===== src/spk_pkg.sv =====
`timescale 1ns / 1ps
package spk_pkg;

  localparam int ROUNDS      = 27;
  localparam int RK_IDX_W    = $clog2(ROUNDS);
  localparam int WORD_W      = 32;
  localparam int BYTE_W      = 8;
  localparam int POS_W       = 3;
  localparam int CFG_IDX_W   = 2;
  localparam int QUEUE_DEPTH = 2;
  localparam int Q_IDX_W     = $clog2(QUEUE_DEPTH);
  localparam int Q_CNT_W     = $clog2(QUEUE_DEPTH + 1);

  typedef logic [WORD_W-1:0] word_t;

  // Configuration register indexes
  typedef enum logic [CFG_IDX_W-1:0] {
    KEY_WORD_0 = 2'd0,
    KEY_WORD_1 = 2'd1,
    KEY_WORD_2 = 2'd2,
    KEY_WORD_3 = 2'd3
  } cfg_reg_t;

  typedef struct packed {
    word_t w3;
    word_t w2;
    word_t w1;
    word_t w0;
  } key_t;

  // One queued byte, already classified by the front end
  typedef struct packed {
    logic [BYTE_W-1:0] data;
    logic              restart;
    logic              new_block;
    logic [POS_W-1:0]  pos;
  } item_t;

  typedef struct packed {
    logic full;
    logic empty;
  } queue_status_t;

  function automatic word_t rotr8(input word_t v);
    return {v[7:0], v[WORD_W-1:8]};
  endfunction

  function automatic word_t rotl3(input word_t v);
    return {v[WORD_W-4:0], v[WORD_W-1:WORD_W-3]};
  endfunction

endpackage


===== src/spk_front.sv =====
`timescale 1ns / 1ps
module spk_front (
  input  logic                          clk,
  input  logic                          rst_n,
  input  logic                          cfg_wr_en,
  input  logic [spk_pkg::CFG_IDX_W-1:0] cfg_index,
  input  logic [spk_pkg::WORD_W-1:0]    cfg_wdata,
  input  logic                          in_valid,
  output logic                          in_stall,
  input  logic [spk_pkg::BYTE_W-1:0]    in_data_byte,
  input  logic                          in_restart,
  input  spk_pkg::queue_status_t        q_status,
  output logic                          q_push,
  output spk_pkg::item_t                q_item,
  output spk_pkg::key_t                 key
);
  import spk_pkg::*;

  key_t             key_r;
  logic [POS_W-1:0] pos_r;
  logic [POS_W-1:0] pos_nxt;
  logic             accept;

  assign in_stall = q_status.full;
  assign accept   = in_valid && !q_status.full;
  assign q_push   = accept;
  assign key      = key_r;

  // Classify the byte: its block position and whether a new block is due
  always_comb begin
    q_item.data      = in_data_byte;
    q_item.restart   = in_restart;
    q_item.pos       = in_restart ? '0 : pos_r;
    q_item.new_block = in_restart || (pos_r == '0);
    pos_nxt          = q_item.pos + POS_W'(1);
  end

  // Hold key words and advance the byte position per beat
  always_ff @(posedge clk) begin
    if (!rst_n) begin
      key_r <= '0;
      pos_r <= '0;
    end else begin
      if (cfg_wr_en) begin
        case (cfg_reg_t'(cfg_index))
          KEY_WORD_0: key_r.w0 <= cfg_wdata;
          KEY_WORD_1: key_r.w1 <= cfg_wdata;
          KEY_WORD_2: key_r.w2 <= cfg_wdata;
          KEY_WORD_3: key_r.w3 <= cfg_wdata;
          default:    key_r    <= key_r;
        endcase
      end
      if (accept) begin
        pos_r <= pos_nxt;
      end
    end
  end

endmodule


===== src/spk_queue.sv =====
`timescale 1ns / 1ps
module spk_queue (
  input  logic                   clk,
  input  logic                   rst_n,
  input  logic                   push,
  input  spk_pkg::item_t         push_item,
  input  logic                   pop,
  output spk_pkg::item_t         head_item,
  output spk_pkg::queue_status_t status
);
  import spk_pkg::*;

  item_t              slot_r [QUEUE_DEPTH];
  logic [Q_IDX_W-1:0] wr_ptr_r;
  logic [Q_IDX_W-1:0] rd_ptr_r;
  logic [Q_CNT_W-1:0] count_r;
  logic               do_push;
  logic               do_pop;

  assign status.full  = (count_r == Q_CNT_W'(QUEUE_DEPTH));
  assign status.empty = (count_r == '0);
  assign do_push      = push && !status.full;
  assign do_pop       = pop && !status.empty;
  assign head_item    = slot_r[rd_ptr_r];

  // Store the incoming beat
  always_ff @(posedge clk) begin
    if (do_push) begin
      slot_r[wr_ptr_r] <= push_item;
    end
  end

  // Advance pointers and fill count
  always_ff @(posedge clk) begin
    if (!rst_n) begin
      wr_ptr_r <= '0;
      rd_ptr_r <= '0;
      count_r  <= '0;
    end else begin
      if (do_push) begin
        wr_ptr_r <= (wr_ptr_r == Q_IDX_W'(QUEUE_DEPTH - 1)) ? '0 : wr_ptr_r + Q_IDX_W'(1);
      end
      if (do_pop) begin
        rd_ptr_r <= (rd_ptr_r == Q_IDX_W'(QUEUE_DEPTH - 1)) ? '0 : rd_ptr_r + Q_IDX_W'(1);
      end
      case ({do_push, do_pop})
        2'b10:   count_r <= count_r + Q_CNT_W'(1);
        2'b01:   count_r <= count_r - Q_CNT_W'(1);
        default: count_r <= count_r;
      endcase
    end
  end

endmodule


===== src/spk_back.sv =====
`timescale 1ns / 1ps
module spk_back (
  input  logic                       clk,
  input  logic                       rst_n,
  input  spk_pkg::key_t              key,
  input  spk_pkg::queue_status_t     q_status,
  input  spk_pkg::item_t             q_item,
  output logic                       q_pop,
  output logic                       out_valid,
  input  logic                       out_stall,
  output logic [spk_pkg::BYTE_W-1:0] out_result_byte
);
  import spk_pkg::*;

  typedef enum logic [1:0] {
    ST_IDLE,
    ST_RUN,
    ST_OUT
  } state_t;

  state_t              state_r;
  logic [RK_IDX_W-1:0] round_r;
  logic                expand_r;
  word_t               x_r;
  word_t               y_r;
  word_t               rk_r;
  word_t               l0_r;
  word_t               l1_r;
  word_t               l2_r;
  word_t               rk_bank_r [ROUNDS];
  logic [BYTE_W-1:0]   data_r;
  logic [POS_W-1:0]    pos_r;
  logic                out_valid_r;
  logic [BYTE_W-1:0]   out_byte_r;

  word_t               round_key;
  word_t               x_nxt;
  word_t               y_nxt;
  word_t               l_nxt;
  word_t               rk_nxt;
  logic                out_free;
  logic                out_load;
  logic [2*WORD_W-1:0] fb;

  assign out_valid       = out_valid_r;
  assign out_result_byte = out_byte_r;
  assign out_free        = !out_valid_r || !out_stall;
  assign fb              = {x_r, y_r};
  assign q_pop           = !q_status.empty && (state_r == ST_IDLE) &&
                           (q_item.new_block || out_free);
  // A result beat is loaded straight from the queue or after the rounds
  assign out_load        = ((state_r == ST_IDLE) && q_pop && !q_item.new_block) ||
                           ((state_r == ST_OUT) && out_free);

  // One Speck round, with the key schedule step alongside while expanding
  always_comb begin
    round_key = expand_r ? rk_r : rk_bank_r[round_r];
    x_nxt     = (rotr8(x_r) + y_r) ^ round_key;
    y_nxt     = rotl3(y_r) ^ x_nxt;
    l_nxt     = (rotr8(l0_r) + rk_r) ^ {{(WORD_W-RK_IDX_W){1'b0}}, round_r};
    rk_nxt    = rotl3(rk_r) ^ l_nxt;
  end

  // Keep the round keys as they are produced
  always_ff @(posedge clk) begin
    if (state_r == ST_RUN && expand_r) begin
      rk_bank_r[round_r] <= rk_r;
    end
  end

  // Sequence the item, run the rounds and load the output register
  always_ff @(posedge clk) begin
    if (!rst_n) begin
      state_r     <= ST_IDLE;
      out_valid_r <= 1'b0;
      expand_r    <= 1'b0;
      x_r         <= '0;
      y_r         <= '0;
    end else begin
      if (out_load) begin
        out_valid_r <= 1'b1;
      end else if (!out_stall) begin
        out_valid_r <= 1'b0;
      end
      case (state_r)
        ST_IDLE: begin
          if (q_pop) begin
            if (q_item.new_block) begin
              data_r  <= q_item.data;
              pos_r   <= q_item.pos;
              round_r <= '0;
              state_r <= ST_RUN;
              if (q_item.restart) begin
                x_r      <= key.w1 ^ key.w3;
                y_r      <= key.w0 ^ key.w2;
                rk_r     <= key.w0;
                l0_r     <= key.w1;
                l1_r     <= key.w2;
                l2_r     <= key.w3;
                expand_r <= 1'b1;
              end else begin
                expand_r <= 1'b0;
              end
            end else begin
              out_byte_r <= q_item.data ^ fb[q_item.pos*BYTE_W +: BYTE_W];
            end
          end
        end
        ST_RUN: begin
          x_r     <= x_nxt;
          y_r     <= y_nxt;
          round_r <= round_r + RK_IDX_W'(1);
          if (expand_r) begin
            rk_r <= rk_nxt;
            l0_r <= l1_r;
            l1_r <= l2_r;
            l2_r <= l_nxt;
          end
          if (round_r == RK_IDX_W'(ROUNDS - 1)) begin
            state_r <= ST_OUT;
          end
        end
        ST_OUT: begin
          if (out_free) begin
            out_byte_r <= data_r ^ fb[pos_r*BYTE_W +: BYTE_W];
            expand_r   <= 1'b0;
            state_r    <= ST_IDLE;
          end
        end
        default: state_r <= ST_IDLE;
      endcase
    end
  end

endmodule


===== src/speck64_ofb_stream_xor_core.sv =====
`timescale 1ns / 1ps
// Speck64/128 output-feedback keystream XOR over a byte stream.
// Input channel in_*: one data byte per beat, in_restart marks the first byte
// of a new buffer. Output channel out_*: one result byte per input beat, in
// order. Both use valid/stall; a beat moves when valid is high and stall low.
// Configuration: cfg_wr_en writes cfg_wdata into key word cfg_index (0..3);
// the key words are picked up only by the next restart beat.
// A front end classifies each beat (block position, new block due) into a
// two-entry queue; the back end runs one Speck round per cycle.
// A byte that opens a block (restart, or every eighth byte) waits for the 27
// rounds; a restart also expands the round keys during those same rounds.
// Other bytes go straight from the queue into the output register when it is free.
// The back end has a single round unit and takes no new byte from the queue
// while it runs the rounds of a block.
// Reset (rst_n low, synchronous) clears the key words, feedback block, byte
// position, queue and output valid. While out_stall is high the result byte
// holds; the queue then fills and in_stall rises.
module speck64_ofb_stream_xor_core (
  input  logic                          clk,
  input  logic                          rst_n,
  input  logic                          cfg_wr_en,
  input  logic [spk_pkg::CFG_IDX_W-1:0] cfg_index,
  input  logic [spk_pkg::WORD_W-1:0]    cfg_wdata,
  input  logic                          in_valid,
  output logic                          in_stall,
  input  logic [spk_pkg::BYTE_W-1:0]    in_data_byte,
  input  logic                          in_restart,
  output logic                          out_valid,
  input  logic                          out_stall,
  output logic [spk_pkg::BYTE_W-1:0]    out_result_byte
);
  import spk_pkg::*;

  queue_status_t q_status;
  logic          q_push;
  logic          q_pop;
  item_t         push_item;
  item_t         head_item;
  key_t          key;

  spk_front u_front (
    .clk          (clk),
    .rst_n        (rst_n),
    .cfg_wr_en    (cfg_wr_en),
    .cfg_index    (cfg_index),
    .cfg_wdata    (cfg_wdata),
    .in_valid     (in_valid),
    .in_stall     (in_stall),
    .in_data_byte (in_data_byte),
    .in_restart   (in_restart),
    .q_status     (q_status),
    .q_push       (q_push),
    .q_item       (push_item),
    .key          (key)
  );

  spk_queue u_queue (
    .clk       (clk),
    .rst_n     (rst_n),
    .push      (q_push),
    .push_item (push_item),
    .pop       (q_pop),
    .head_item (head_item),
    .status    (q_status)
  );

  spk_back u_back (
    .clk             (clk),
    .rst_n           (rst_n),
    .key             (key),
    .q_status        (q_status),
    .q_item          (head_item),
    .q_pop           (q_pop),
    .out_valid       (out_valid),
    .out_stall       (out_stall),
    .out_result_byte (out_result_byte)
  );

endmodule


===== config.mk =====
export PLATFORM = sky130hd
export DESIGN_NAME = speck64_ofb_stream_xor_core
export DESIGN_NICKNAME = d
export VERILOG_FILES = /design/src/spk_pkg.sv /design/src/spk_front.sv /design/src/spk_queue.sv /design/src/spk_back.sv /design/src/speck64_ofb_stream_xor_core.sv
export SDC_FILE = /design/constraint.sdc
export NUM_CORES = 2
export LEC_CHECK = 0
export ABC_AREA = 0
export BUFFER_PORTS_ARGS = -buffer_cell sky130_fd_sc_hd__buf_2
export CORE_MARGIN = 2
export CORE_UTILIZATION = 45
export CTS_BUF_LIST = sky130_fd_sc_hd__clkbuf_8 sky130_fd_sc_hd__clkbuf_16
export CTS_CLUSTER_DIAMETER = 60
export DETAILED_ROUTE_END_ITERATION = 10
export HOLD_SLACK_MARGIN = 0.12
export PLACE_DENSITY = 0.57
export SLEW_MARGIN = 5
export SYNTH_ARGS = -nofsm -noshare
export SYNTH_HDL_FRONTEND = slang
export SYNTH_SLANG_ARGS = --single-unit

===== constraint.sdc =====
create_clock -name clk -period 8.68 [get_ports clk]
set_input_delay 0.434 -clock clk [delete_from_list [all_inputs] [get_ports clk]]
set_output_delay 0.434 -clock clk [all_outputs]
set_load 0.01 [all_outputs]

# [After elaboration in Yosys (flattened, before gate mapping)]
# Memory sizes are Yosys's and may differ from the RTL's. A register that Yosys moved wholly into a read port is not among the register bits.
# Index checks and enable logic that the tools add are counted.
[classes] add_sub_neg=8 n_eq_ne=17 n_shift=2 n_mux=59 bitwise=8 n_reduce_logical=36
[ops] op="$mux 32" count=23
[ops] op="$pmux 32 s2" count=6
[ops] op="$xor 32x32->32" count=5
[ops] op="$shiftx 64x7->8" count=2
[ops] op="$add 32x32->32" count=2
[ops] op="$xor 32x5->32" count=1
[ops] op="$mux 8" count=3
[ops] op="$reduce_and 4->1" count=5
[ops] op="$pmux 8 s2" count=1
[ops] op="$xor 8x8->8" count=2
[ops] op="$mux 5" count=3
[ops] op="$mux 1" count=14
[ops] op="$eq 2x2->1 const B" count=5
[ops] op="$ne 2x1->1 const B" count=5
[ops] op="$pmux 5 s2" count=1
[ops] op="$logic_and 1x1->1" count=9
[ops] op="$mux 2" count=4
[ops] op="$reduce_and 2->1" count=4
[ops] op="$eq 2x1->1 const B" count=3
[ops] op="$logic_not 2->1" count=3
[ops] op="$ne 2x2->1 const B" count=3
[ops] op="$pmux 2 s3" count=1
[ops] op="$reduce_and 6->1" count=1
[ops] op="$reduce_bool 2->1" count=3
[ops] op="other kinds (13)" count=21
[totals] regBits=355 mem_bits_rw=890 input_bits=48 output_inout_bits=10 wordCells=153 n_memories=2
[mem_list] name="u_back.rk_bank_r" depth=27 width=32 rd=1 rd_ports_with_merged_regs=1 wr=1 line="spk_back.sv:30" text="word_t rk_bank_r [ROUNDS];"
[mem_list] name="u_queue.slot_r" depth=2 width=13 rd=1 rd_ports_with_merged_regs=1 wr=1 line="spk_queue.sv:13" text="item_t slot_r [QUEUE_DEPTH];"

# [Depth between registers and ports, before layout]
[depth] ltp_word=8 mapped_depth=16

# [By module]
# A second synthesis with hierarchy kept.
[unflattened] hier_cells=3790 area_unflattened_um2=54696.2
[by_module_without_submodules] mod="spk_back" n_inst=1 cells_each=3134 area_per_inst_um2=48529.0 seq_area_each_um2=31970.7
[by_module_without_submodules] mod="spk_front" n_inst=1 cells_each=590 area_per_inst_um2=4998.5 seq_area_each_um2=2622.5
[by_module_without_submodules] mod="spk_queue" n_inst=1 cells_each=66 area_per_inst_um2=1168.6 seq_area_each_um2=880.8

# [Worst setup path before layout]
# No wires, ideal clock.
[synth_timing] path_kind="reg-to-reg" from="register with a tool-made name" to="register u_back.l0_r[0], enable pin" setup_ns=0.617 arrival_ns=7.135 required_time_ns=8.063 slack_ns=0.928 path_stages_with_launch=9 path_cell_list="dfxtp_1 > clkbuf_1 > clkbuf_1 > mux2i_1 > nor3_1 > clkbuf_1 > clkbuf_1 > a21oi_1 > nor2_1"
[synth_rtl] item="to (signal assigned)" line="spk_back.sv:97" text="l0_r <= key.w1;"
[synth_rtl] item="to (signal assigned)" line="spk_back.sv:115" text="l0_r <= l1_r;"
[synth_rtl] item="to (decl)" line="spk_back.sv:27" text="word_t l0_r;"

==> results_dict.tcl <==
set metrics [dict create \
    status "finished clean" \
    hold_slack_ns 0.2831 \
    powerDensity_nw_per_um2 311.6 \
    relSlewSlack_pct 16.18 \
    hold_viol 0 \
    p_int_uw 12680 \
    vdd.ir_drop.worst_v 0.0001913 \
    synth_edf_count 1042 \
    max_freq_mhz 234.5 \
    rsz0062_at_grt "no" \
    vias 33080 \
    slew_viol_final 0 \
    synth_top_area_share_pct 57.49 \
    avgRoutedWirePerCell_um 28.35 \
    r2r_slack_ns 4.42 \
    worstSetupPathType "reg2reg" \
    combPwrFrac_pct 30.6 \
    place_area_um2 56720 \
    power.leakage_uw 0.02101 \
    switching_power_uw 6523 \
    cts_tree "built" \
    final_common_cell "edfxtp_1" \
    synthTopCellsByArea "edfxtp_1, mux4_2, dfxtp_1" \
    io_pins 58 \
    routabilityCongestion 0.9913 \
    grt_antenna_before_repair 5 \
    vias_per_cell 5.852 \
    critPathLaunchType "flop" \
    fin_ws_ns 4.416 \
    drtIter0Drc 3534 \
    core.rowCount 127 \
    sw_frac_of_total_pct 33.97 \
    initial_core_util_pct 45.37 \
    die_w_um 351.8 \
    grtUsageTotal_pct 26.03 \
    maxCapViolCount 0 \
    synth.distinct_cells 83 \
    synth_warnings 0 \
    num-nets-final 4045 \
    synth_area_um2 54430 \
    worstPathMaxFanout 86 \
    clock-sinks 1251 \
    fin_crit_ns 4.264 \
    insertion_delay_ns 0.75 \
    cts_resized 0 \
    grt_pass1_vias 31510 \
    clk_pin_slew_worst_paths_ns 0.06 \
    r2r_end "u_back.y_r[30]" \
    grt_pass1_wl_mm 228.6 \
    core_um2 120000 \
    area_delta_synth_final_pct 13.22 \
    totalWireLength_mm 160.2 \
    skew_ns 0.02631 \
    ctsRootBufferMaster "clkbuf_16" \
    first_pass_iters 7 \
    syn_area_per_cell_um2 14.32 \
    synthArstFlopShare_pct 0 \
    ys_seq_area_share_pct 65.17 \
    die-area_um2 123800 \
    worstPathRequired_ns 9.27 \
    critical_path.endpoint "u_back.y_r[30]" \
    synth-seq-cells 1251 \
    final_cell_mix "edfxtp_1, nand2_1, mux4_2" \
    numCtsBuffers 142 \
    pre_cts_ws_ns 4.363 \
    die_h_um 351.8 \
    synthCells 3800 \
    ys_dominant_reg_cell "edfxtp_1" \
    yosys.area.top_type "edfxtp_1" \
    io_buffers 57 \
    arrival_ns 4.86 \
    power_frac_seq_pct 39.5 \
    grt_max_degree 129 \
    worst_slew_pin_slew_ns 1.257 \
    clock_power_share_pct 29.8 \
    hp-class "in2reg" \
    layout-drive-gt1-share_pct 16.46 \
    fin_tns_setup_ns 0 \
    rr_worst_depth 10 \
    setup_viol_count_final 0 \
    grt_overflow 0 \
    final_cell_area_um2 61620 \
    synth_nets 3918 \
    hpwl_mm 99.47 \
    ant_nets 0 \
    end_kind "flop" \
    cts_max_level 4 \
    fillers 10040 \
    drc 0 \
    period_share_pct 49.12 \
    clock_path_buffers 3 \
]
## cells in the mapped netlist (34+ instances only)
master	count
edfxtp_1	1042
nand2_1	707
mux4_2	219
dfxtp_1	209
xnor2_1	143
clkbuf_1	135
a21boi_0	132
o21ai_0	112
xor2_1	105
a21oi_1	101
nor2_1	99
mux2i_1	96
o21ai_1	85
ha_1	68
a21o_1	47
nand3_1	34
## kinds of logic after synthesis
group	Yosys count	share of synthesized area, %
flip-flops	1251	65.17
adder cells (fa/ha/maj)	70	1.637
AO/OA/AOI/OAI	670	8.009
multiplexers	350	11.55
AND/OR/NAND/NOR	974	7.464
XOR/XNOR	251	4.103
buffers and inverters	234	2.062
## metal layers
layer / GRT usage [%] / part of all wire (%) / vias up / wire length, µm
li1: - / - / 14560 / -
met1: 38.30 / 45 / 17000 / 71790
met2: 39.05 / 45 / 1281 / 71840
met3: 5.696 / 8.0 / 228 / 12780
met4: 7.143 / 2.4 / 4 / 3777
met5: 0 / 0.017 / - / 28
## sequential cells by signal (all words and copies together) (netlist names), 32 cells and up, named ones only
| signal | cells |
|---|---|
| u_back.l1_r | 32 |
| u_back.l2_r | 32 |
| u_back.rk_bank_r | 864 |
| u_back.x_r | 32 |
| u_back.rk_r | 32 |
| u_back.y_r | 32 |
| u_front.key | 128 |
| u_back.l0_r | 32 |
## power by group through the flow
stage / Clock [µW] / Combinational (µW) / Sequential (µW)
finish: 5730 / 5880 / 7590
global route: 6050 / 6330 / 7600
CTS: 5830 / 5890 / 7550
detailed placement: 0 / 5840 / 7680
global placement: 0 / 5830 / 7680
floorplan: 0 / 4360 / 7350
## layout make-up
type	instances	area, µm²	share of cell area, %
diodes	1	2.502	0.004061
clock buffers	151	3711	6.022
clock inverters	105	767.0	1.245
inverters	23	86.33	0.1401
multi-input cells	2315	18090	29.35
flip-flops and latches	1251	35490	57.59
well taps	1612	2017	3.273
repair buffers	194	1459	2.367
## stage by stage
step           instances  utilization (%)  power, µW
2_1_floorplan       3800                -      11710
3_3_place_gp        5353            47.28      13510
3_5_place_dp        5353            47.28      13520
4_1_cts             5651            51.36      19270
5_1_grt             5651            51.36      19990
6_report            5652            51.36      19200
## worst max-delay path, cell delays in order, from the launching register on
cell and delay (ns):
dfxtp_4 0.98, buf_12 0.61, mux4_2 0.59, mux4_2 0.55
nor3_2 0.16, a21oi_1 0.08, o21ai_2 0.21, xor2_1 0.14
xnor2_1 0.41, xnor2_1 0.17, o21ai_1 0.07
## timing repair
action,4_1_cts,5_1_grt
endpoints found under the hold margin,154,0
hold buffers,42,0
buffers inserted,0,0
## worst min-delay path by stage
stage                      end       startpoint  depth (start not counted)  slack [ns]
3_3_place_gp   u_front.key[11]  u_front.key[11]                          2        0.48
6_report         u_back.y_r[2]            rst_n                          2        0.28
4_1_cts          u_back.y_r[8]            rst_n                          2        0.22
2_1_floorplan   u_back.x_r[23]   u_back.x_r[23]                          2        0.45
3_5_place_dp   u_front.key[92]  u_front.key[92]                          2        0.48
5_1_grt         u_front.key[3]            rst_n                          2        0.27
Note: power is estimated with default switching activity, not from simulation.
